**config.mk**
```make
export PLATFORM = sky130hd
export DESIGN_NAME = door_ambient_led_fader
export DESIGN_NICKNAME = d
export VERILOG_FILES = /design/src/rtl/dalf_pkg.sv /design/src/rtl/door_ambient_led_fader.sv
export SDC_FILE = /design/constraint.sdc
export NUM_CORES = 1
export LEC_CHECK = 0
export BUFFER_PORTS_ARGS = -buffer_cell sky130_fd_sc_hd__buf_4
export CORE_MARGIN = 5
export CORE_UTILIZATION = 50
export DETAILED_ROUTE_END_ITERATION = 10
export PLACE_DENSITY_LB_ADDON = 0.2
export SYNTH_ARGS = -nofsm -noshare
export SYNTH_HDL_FRONTEND = slang
export SYNTH_SLANG_ARGS = --single-unit
```
**constraint.sdc**
```tcl
create_clock -name i_clk -period 4.4 [get_ports i_clk]
set_input_delay 0 -clock i_clk [delete_from_list [all_inputs] [get_ports i_clk]]
set_output_delay 0 -clock i_clk [all_outputs]
set_load 0.005 [all_outputs]
```
**src/rtl/dalf_pkg.sv**
```systemverilog
// types, constants and register indexes shared by the door ambient led fader
// no dependencies
`default_nettype none

package dalf_pkg;

    // elapsed counter width default
    localparam int TIMER_BITS_DEF = 16;

    // configuration port
    localparam int CFG_IDX_W  = 3;
    localparam int CFG_DATA_W = 16;

    localparam logic [CFG_IDX_W-1:0] CFG_WHITE_STEP_MS = 3'd0;
    localparam logic [CFG_IDX_W-1:0] CFG_RED_STEP_MS   = 3'd1;
    localparam logic [CFG_IDX_W-1:0] CFG_WHITE_MAX     = 3'd2;
    localparam logic [CFG_IDX_W-1:0] CFG_WHITE_MIN     = 3'd3;
    localparam logic [CFG_IDX_W-1:0] CFG_RED_MIN       = 3'd4;
    localparam logic [CFG_IDX_W-1:0] CFG_RED_OFF_LEVEL = 3'd5;

    // elapsed counter slots
    localparam int TMR_WHITE_UP   = 0;
    localparam int TMR_WHITE_DOWN = 1;
    localparam int TMR_RED_UP     = 2;
    localparam int TMR_RED_DOWN   = 3;
    localparam int TMR_NUM        = 4;

    typedef enum logic [2:0] {
        MODE_ALL_OFF       = 3'd0,
        MODE_WHITE_UP      = 3'd1,
        MODE_WHITE_DOWN    = 3'd2,
        MODE_RED_UP        = 3'd3,
        MODE_RED_DOWN      = 3'd4,
        MODE_RED_JUMP_UP   = 3'd5,
        MODE_RED_JUMP_DOWN = 3'd6,
        MODE_RED_JUMP_OFF  = 3'd7
    } t_mode;

    typedef enum logic [1:0] {
        COLOR_OFF   = 2'd0,
        COLOR_WHITE = 2'd1,
        COLOR_RED   = 2'd2
    } t_color;

    typedef struct packed {
        logic       door_open;
        logic [7:0] light_level;
    } t_in_item;

    typedef struct packed {
        logic [7:0] white_led_level;
        logic [1:0] pixel_color;
        logic [7:0] pixel_brightness;
        logic       pixel_refresh;
        logic [2:0] active_mode;
    } t_out_item;

endpackage

`default_nettype wire

```
**src/rtl/door_ambient_led_fader.sv**
```systemverilog
// door ambient led fader: one millisecond tick per beat in, one result beat out
// depends on dalf_pkg
//
// beat path: input register, then result register; throughput: one beat per cycle while
// not stalled; the mode choice and mode step for a tick are one short combinational pass
// from the input register into the state and result registers
// reset: synchronous, active low; clears mode, levels, counters and config to defaults
`default_nettype none

module door_ambient_led_fader
    import dalf_pkg::*;
#(
    parameter int TIMER_BITS = TIMER_BITS_DEF
) (
    input  wire logic                  i_clk,
    input  wire logic                  i_rst_n,
    // configuration write port
    input  wire logic                  i_cfg_wr_en,
    input  wire logic [CFG_IDX_W-1:0]  i_cfg_index,
    input  wire logic [CFG_DATA_W-1:0] i_cfg_data,
    // tick input channel
    input  wire logic                  i_in_valid,
    output logic                       o_in_stall,
    input  wire t_in_item              i_in_data,
    // result channel
    output logic                       o_out_valid,
    input  wire logic                  i_out_stall,
    output t_out_item                  o_out_data
);

    // compare width covers both the counters and the 16 bit step registers
    localparam int CMP_W = (TIMER_BITS > CFG_DATA_W) ? TIMER_BITS : CFG_DATA_W;

    // configuration registers
    logic [15:0] r_white_step_ms;
    logic [15:0] r_red_step_ms;
    logic [7:0]  r_white_max;
    logic [7:0]  r_white_min;
    logic [7:0]  r_red_min;
    logic [7:0]  r_red_off_level;

    // input register
    logic        r_in_valid;
    t_in_item    r_in;

    // block state
    t_mode                 r_mode,        n_mode;
    logic [7:0]            r_white_level, n_white_level;
    logic [7:0]            r_red_level,   n_red_level;
    logic [7:0]            r_red_target,  n_red_target;
    logic                  r_red_reached, n_red_reached;
    logic [TIMER_BITS-1:0] r_elapsed [TMR_NUM];
    logic [TIMER_BITS-1:0] n_elapsed [TMR_NUM];
    logic [7:0]            r_white_out,   n_white_out;
    t_color                r_pix_color,   n_pix_color;
    logic [7:0]            r_pix_bright,  n_pix_bright;

    // result register
    logic        r_out_valid;
    t_out_item   r_out, n_out;

    logic        w_out_free;
    logic        w_fire;
    logic        w_in_accept;
    logic        w_refresh;

    // handshake: a tick is worked on when the result register can take it
    assign w_out_free  = !r_out_valid || !i_out_stall;
    assign w_fire      = r_in_valid && w_out_free;
    assign o_in_stall  = r_in_valid && !w_out_free;
    assign w_in_accept = i_in_valid && !o_in_stall;

    assign o_out_valid = r_out_valid;
    assign o_out_data  = r_out;

    // configuration writes
    always_ff @(posedge i_clk) begin
        if (!i_rst_n) begin
            r_white_step_ms <= 16'd4;
            r_red_step_ms   <= 16'd8;
            r_white_max     <= 8'd255;
            r_white_min     <= 8'd0;
            r_red_min       <= 8'd1;
            r_red_off_level <= 8'd0;
        end else if (i_cfg_wr_en) begin
            case (i_cfg_index)
                CFG_WHITE_STEP_MS: r_white_step_ms <= i_cfg_data;
                CFG_RED_STEP_MS:   r_red_step_ms   <= i_cfg_data;
                CFG_WHITE_MAX:     r_white_max     <= i_cfg_data[7:0];
                CFG_WHITE_MIN:     r_white_min     <= i_cfg_data[7:0];
                CFG_RED_MIN:       r_red_min       <= i_cfg_data[7:0];
                CFG_RED_OFF_LEVEL: r_red_off_level <= i_cfg_data[7:0];
                default: ;  // indexes past the list are ignored
            endcase
        end
    end

    // one tick: counters, mode choice, then one step of the chosen mode
    always_comb begin
        n_mode        = r_mode;
        n_white_level = r_white_level;
        n_red_level   = r_red_level;
        n_red_target  = r_red_target;
        n_red_reached = r_red_reached;
        n_white_out   = r_white_out;
        n_pix_color   = r_pix_color;
        n_pix_bright  = r_pix_bright;
        w_refresh     = 1'b0;
        for (int i = 0; i < TMR_NUM; i++) begin
            n_elapsed[i] = r_elapsed[i];
        end

        if (w_fire) begin
            // free-running counters, saturating at all ones
            for (int i = 0; i < TMR_NUM; i++) begin
                if (r_elapsed[i] != {TIMER_BITS{1'b1}}) begin
                    n_elapsed[i] = r_elapsed[i] + TIMER_BITS'(1);
                end
            end

            // mode choice
            if (!r_in.door_open && r_in.light_level == 8'd0
                && r_white_level == r_white_min && r_red_level == r_red_off_level) begin
                n_mode = MODE_ALL_OFF;
            end else if (r_in.door_open) begin
                // red goes off at once, otherwise white fades in
                if (r_red_level > r_red_off_level) begin
                    n_mode = MODE_RED_JUMP_OFF;
                end else if (r_white_level < r_white_max) begin
                    n_mode = MODE_WHITE_UP;
                end
            end else begin
                n_red_target = r_in.light_level;
                if (r_white_level > r_white_min) begin
                    n_mode = MODE_WHITE_DOWN;
                end else if (n_red_target >= r_red_min) begin
                    // slow ramp only the first time, later changes jump
                    if (r_red_level < n_red_target) begin
                        n_mode = r_red_reached ? MODE_RED_JUMP_UP : MODE_RED_UP;
                    end else if (r_red_level > n_red_target) begin
                        n_mode = MODE_RED_JUMP_DOWN;
                    end
                end else if (n_red_target == 8'd0 && r_red_level > r_red_off_level) begin
                    n_mode = MODE_RED_DOWN;
                end
            end

            // mode step
            case (n_mode)
                MODE_ALL_OFF: begin
                    n_white_level = 8'd0;
                    n_red_level   = 8'd0;
                end
                MODE_WHITE_UP: begin
                    if (CMP_W'(n_elapsed[TMR_WHITE_UP]) >= CMP_W'(r_white_step_ms)) begin
                        n_elapsed[TMR_WHITE_UP] = '0;
                        if (r_white_level < r_white_max) begin
                            n_white_level = r_white_level + 8'd1;
                        end
                        n_red_reached = 1'b0;
                        n_pix_color   = COLOR_WHITE;
                        n_pix_bright  = n_white_level;
                        n_white_out   = n_white_level;
                        w_refresh     = 1'b1;
                    end
                end
                MODE_WHITE_DOWN: begin
                    if (CMP_W'(n_elapsed[TMR_WHITE_DOWN]) >= CMP_W'(r_white_step_ms)) begin
                        n_elapsed[TMR_WHITE_DOWN] = '0;
                        if (r_white_level > r_white_min) begin
                            n_white_level = r_white_level - 8'd1;
                        end
                        n_pix_color  = COLOR_WHITE;
                        n_pix_bright = n_white_level;
                        n_white_out  = n_white_level;
                        w_refresh    = 1'b1;
                    end
                end
                MODE_RED_UP: begin
                    if (CMP_W'(n_elapsed[TMR_RED_UP]) >= CMP_W'(r_red_step_ms)) begin
                        n_elapsed[TMR_RED_UP] = '0;
                        if (r_red_level < n_red_target) begin
                            n_red_level = r_red_level + 8'd1;
                            if (n_red_level == n_red_target) begin
                                n_red_reached = 1'b1;
                            end
                        end
                        n_pix_color  = COLOR_RED;
                        n_pix_bright = n_red_level;
                        w_refresh    = 1'b1;
                    end
                end
                MODE_RED_DOWN: begin
                    if (CMP_W'(n_elapsed[TMR_RED_DOWN]) >= CMP_W'(r_red_step_ms)) begin
                        n_elapsed[TMR_RED_DOWN] = '0;
                        if (r_red_level > r_red_off_level) begin
                            n_red_level = r_red_level - 8'd1;
                            if (n_red_level == r_red_off_level) begin
                                n_red_reached = 1'b0;
                            end
                        end
                        n_pix_color  = COLOR_RED;
                        n_pix_bright = n_red_level;
                        w_refresh    = 1'b1;
                    end
                end
                MODE_RED_JUMP_UP: begin
                    if (r_red_level < n_red_target) begin
                        n_red_level  = n_red_target;
                        n_pix_color  = COLOR_RED;
                        n_pix_bright = n_red_target;
                        w_refresh    = 1'b1;
                    end
                end
                MODE_RED_JUMP_DOWN: begin
                    if (r_red_level > n_red_target) begin
                        n_red_level  = n_red_target;
                        n_pix_color  = COLOR_RED;
                        n_pix_bright = n_red_target;
                        w_refresh    = 1'b1;
                    end
                end
                MODE_RED_JUMP_OFF: begin
                    // brightness output keeps its last value
                    n_red_level = r_red_off_level;
                    n_pix_color = COLOR_OFF;
                    w_refresh   = 1'b1;
                end
                default: ;
            endcase
        end
    end

    // result beat built from the stepped state
    always_comb begin
        n_out                  = r_out;
        n_out.white_led_level  = n_white_out;
        n_out.pixel_color      = n_pix_color;
        n_out.pixel_brightness = n_pix_bright;
        n_out.pixel_refresh    = w_refresh;
        // jump off is reported as jump down
        n_out.active_mode      = (n_mode == MODE_RED_JUMP_OFF) ? MODE_RED_JUMP_DOWN : n_mode;
    end

    // control and state registers
    always_ff @(posedge i_clk) begin
        if (!i_rst_n) begin
            r_in_valid    <= 1'b0;
            r_out_valid   <= 1'b0;
            r_mode        <= MODE_ALL_OFF;
            r_white_level <= 8'd0;
            r_red_level   <= 8'd0;
            r_red_target  <= 8'd0;
            r_red_reached <= 1'b0;
            r_white_out   <= 8'd0;
            r_pix_color   <= COLOR_OFF;
            r_pix_bright  <= 8'd0;
            for (int i = 0; i < TMR_NUM; i++) begin
                r_elapsed[i] <= '0;
            end
        end else begin
            if (w_in_accept) begin
                r_in_valid <= 1'b1;
            end else if (w_fire) begin
                r_in_valid <= 1'b0;
            end

            if (w_fire) begin
                r_out_valid <= 1'b1;
            end else if (!i_out_stall) begin
                r_out_valid <= 1'b0;
            end

            r_mode        <= n_mode;
            r_white_level <= n_white_level;
            r_red_level   <= n_red_level;
            r_red_target  <= n_red_target;
            r_red_reached <= n_red_reached;
            r_white_out   <= n_white_out;
            r_pix_color   <= n_pix_color;
            r_pix_bright  <= n_pix_bright;
            for (int i = 0; i < TMR_NUM; i++) begin
                r_elapsed[i] <= n_elapsed[i];
            end
        end
    end

    // payload registers
    always_ff @(posedge i_clk) begin
        if (w_in_accept) begin
            r_in <= i_in_data;
        end
        if (w_fire) begin
            r_out <= n_out;
        end
    end

endmodule

`default_nettype wire

```
==> metrics.md <==
| Metric | Value |
|---|---|
| Remaining DRCs | 0 |
| Synth Flop Type | dfxtp_1 |
| Final ANT Viol Nets | 0 |
| PwrDens | about 330 nW/um2 |
| Kind of critical path | reg -> reg |
| Die W | between 150 and 200 um |
| Synthesis Warnings | 0 |
| Crit-path cells | inv_2, ha_4, nand4_1, nor4_4, buf_4, a21oi_4, buf_6, mux2i_4, ha_4, a41o_1, a221o_1, a211oi_2, o21ai_1, buf_4, a32oi_4, o211ai_1, a211o_1, a22o_1 |
| Antenna cells | 0 |
| WP depth | 18 |
| #FFs+latches synth | approximately 210 |
| Layout fillers | 2432 |
| Total CTS buffers | 24 |
| Largest family of logic cells by synthesized area | simple AND/OR/NAND/NOR gates |
| # IOs | 57 |
| Area grow syn2layout | 27.2% |
| DRT iter0 DRCs | 1227 |
| Min-delay src | i_in_data[5] |
| Crit share post-route | 1.01 |
| CTS max path bufs | 3 |
| Violated checks | negative setup slack |
| Max-cap viol count | 0 |
| Total vias in the final route | 14.6k |
| Final hold viol count | 0 |
| Status | finished, violations left |
| Grt total ovfl | 0 |
| Row count | 61 |
| EDFF count, synth | 31 |
| R2R depth | 18 |
| FF-to-FF End | o_out_data[7] |
| First-pass GRT wire length | roughly 75000 um |
| Vias/cell | 6.07 |
| Slew headroom | 0.315 |
| Root Buffer | clkbuf_16 |
| H-tree Lvls | 1 |
| Synth Area in Adders | 0.103 |
| Slowest CP cell | dfxtp_2 |
| Compound-Gate Fraction of Synth Area | 0.229 |
| Tmin final | between 4000 and 5000 ps |
| Reg2reg start | r_white_min[6] |
| Crit-path max FO | 7 |
| Max Fclk | 224 MHz |
| Seq/Total Area, Yosys | 0.314 |
| Synthesized cell area | 14200 um2 |
| Post-synth ARST share | 0 |
| Drt pass-1 iters | 6 |
| Worst skew pair latency | 540 ps |
| Setup ws final | -58.8 ps |
| WP buf/inv | 4 |
| Final layout net count | 2161 |
| Worst VDD drop | 0.329 mV |
| Unique masters post-synth | 86 |
| Critical Path Max Stage Delay | 340 ps |
| Initial antenna violation count | 0 |
| Layout cell share with drive strength beyond 1 | 0.216 |
| Syn avg cell area | 7.87 um2 |
| Syn Inst Count | 1804 |
| Final Slew Violations | 0 |
| Unrepaired setup endpoints after global routing | true |
| Largest net degree at the start of global routing | 58 |
| Critical path capture point type | register |
| Initial core utilization | 0.509 |
| R2R Setup Slk | -60 ps |
| Worst Setup Start Kind | register |
| Clk sinks | 207 |
| Simple-gate share of the synthesized area | 0.230 |
| Post-layout util | 0.647 |
| CTS tree | built |
| Vias in the first global route | 13.7k |
| Gr usage total | 0.293 |
| Slew of the pin with the lowest slew margin | 1020 ps |
| PortBufs | 56 |
| Worst min path class | in -> reg |
| CTS clk-pin slew, worst paths | 60 ps |
| Setup skew after layout | ~26 ps |
| Routability cong. | 0.954 |
| Family with the most delay on the worst path | compound AO/OA/AOI/OAI gates |
| Wirelength, routed | ~48000 um |
| Post-Syn Nets | roughly 2k |
| Post-Synth XOR/XNOR Area | 0.0543 |
| Die H | 179 um |
| Critical path data arrival time | between 4000 and 5000 ps |
| CP required | between 4000 and 5000 ps |
| Multi-input gate area | approximately 9700 um2 |
| Total power | 5.90 mW |
| FF+latch area | 4480 um2 |
| Die area | roughly 32000 um2 |
| Core area | between 20000 and 30000 um2 |
| Leakage power | 7.09 nW |
| # setup viols final | 6 |
| Hold EP | r_in[5] |
| Hold path depth | 2 |
| Post-DP HPWL | 35000 um |
| Drt wl/cell | 20.1 um |
| Mux contribution to synthesized area | 0.0159 |
## synthesized netlist by cell type, types with 31 or more instances
master    instances  area share
nor2_1          106       0.028
edfxtp_1         31       0.066
nand2_1         264       0.070
clkbuf_1         76       0.020
nand3_1         101       0.036
a211oi_1         31       0.016
dfxtp_1         176        0.25
o211ai_1         34       0.018
xnor2_1          61       0.038
o21ai_0          71       0.025
ha_1            117        0.10
a21oi_1         172       0.061
inv_1           103       0.027
nor3_1           38       0.013
## worst reg2reg max path, cell delays in order (launching register included)
cell and delay (ps):
dfxtp_2 340, inv_2 50, ha_4 260, nand4_1 170
nor4_4 300, buf_4 180, a21oi_4 100, buf_6 140
mux2i_4 220, ha_4 250, a41o_1 260, a221o_1 330
a211oi_2 270, o21ai_1 110, buf_4 190, a32oi_4 310
o211ai_1 190, a211o_1 300, a22o_1 240
## registers in the layout (all words and copies together), names as in the netlist, 8 cells and up
name             count
r_red_step_ms       16
r_pix_bright         8
r_in                 9
r_red_level          8
r_elapsed           64
r_red_target         8
r_white_min          8
r_white_level        8
r_white_step_ms     16
o_out_data          22
r_red_min            8
r_red_off_level      8
r_white_out          8
r_white_max          8
## timing repair
item / in CTS / in global routing
setup endpoints to repair: 18 / 73
setup buffers: 6 / 15
hold buffers: 33 / 0
gates resized for setup: 29 / 117
hold endpoints to repair: 86 / 0
pin swaps: 25 / 51
cloned: 0 / 1
## cell usage in the layout, fill, tap and decap left out, types with 13 or more instances in the layout
cell type      count
nor3_1            33
ha_1             103
o211ai_1          34
dlygate4sd3_1     33
inv_1             92
and3_1            20
nand2b_1          14
a21o_1            27
o21ai_0           59
dfxtp_1          156
nand4_1           27
nand3_1          100
buf_4            233
and2_1            13
xnor2_1           57
a21oi_1          169
clkbuf_16         25
ha_4              14
mux2i_1           13
nand2_1          263
dfxtp_2           20
xor2_1            26
a211oi_1          22
o21a_1            15
nor2_1            96
edfxtp_1          31
## through the flow
stage / TNS, ps / cell area (um2) / hold WS (ps) / worst slack [ps] / cells
floorplan: -0.0737 / 14300 / 98.9 / -0.0737 / 1804
global placement: -7.26 / 16100 / 179 / -7.26 / 2308
detailed placement: -365 / 16100 / 179 / -101 / 2308
CTS: -38.1 / 17400 / 161 / -14.6 / 2391
global route: -2160 / 18100 / 179 / -189 / 2407
finish: -168 / 18100 / 180 / -58.8 / 2407
## layer usage
metal / GRT usage / wire (um) / vias up
met1: 0.423 / 21900 / 6924
met5: 0 / 0 / -
met2: 0.468 / 21500 / 638
met4: 0.0739 / 1270 / 0
met3: 0.0322 / 3760 / 94
li1: - / - / 6954
## layout make-up
type	instances	share of cell area
repair buffers	278	0.123
clock buffers	36	0.0402
clock inverters	8	0.00582
multi-input cells	1396	0.535
inverters	104	0.0220
flip-flops and latches	207	0.248
well taps	378	0.0262
## kinds of logic after synthesis
logic type | after synthesis
buf+inv | 201
simple gates | 677
compound gates | 492
mux | 22
fa+ha+maj | 117
xor+xnor | 88
flops | 207
## report_power, final
part	switching [mW]	leakage (nW)	internal (mW)
sequential	0.0423	1.73	1.98
clock	0.846	0.412	1.26
combinational	1.09	4.94	0.675
total	1.98	7.09	3.92
## worst max path at each step
stage                       start             end
2_1_floorplan  r_red_off_level[2]  o_out_data[10]
3_3_place_gp      r_elapsed[2][8]  o_out_data[11]
3_5_place_dp   r_red_off_level[5]  o_out_data[10]
4_1_cts            r_white_min[3]   o_out_data[4]
5_1_grt            r_white_min[6]   o_out_data[9]
6_report           r_white_min[6]   o_out_data[7]
No activity file was read; power rests on OpenSTA's default activity.
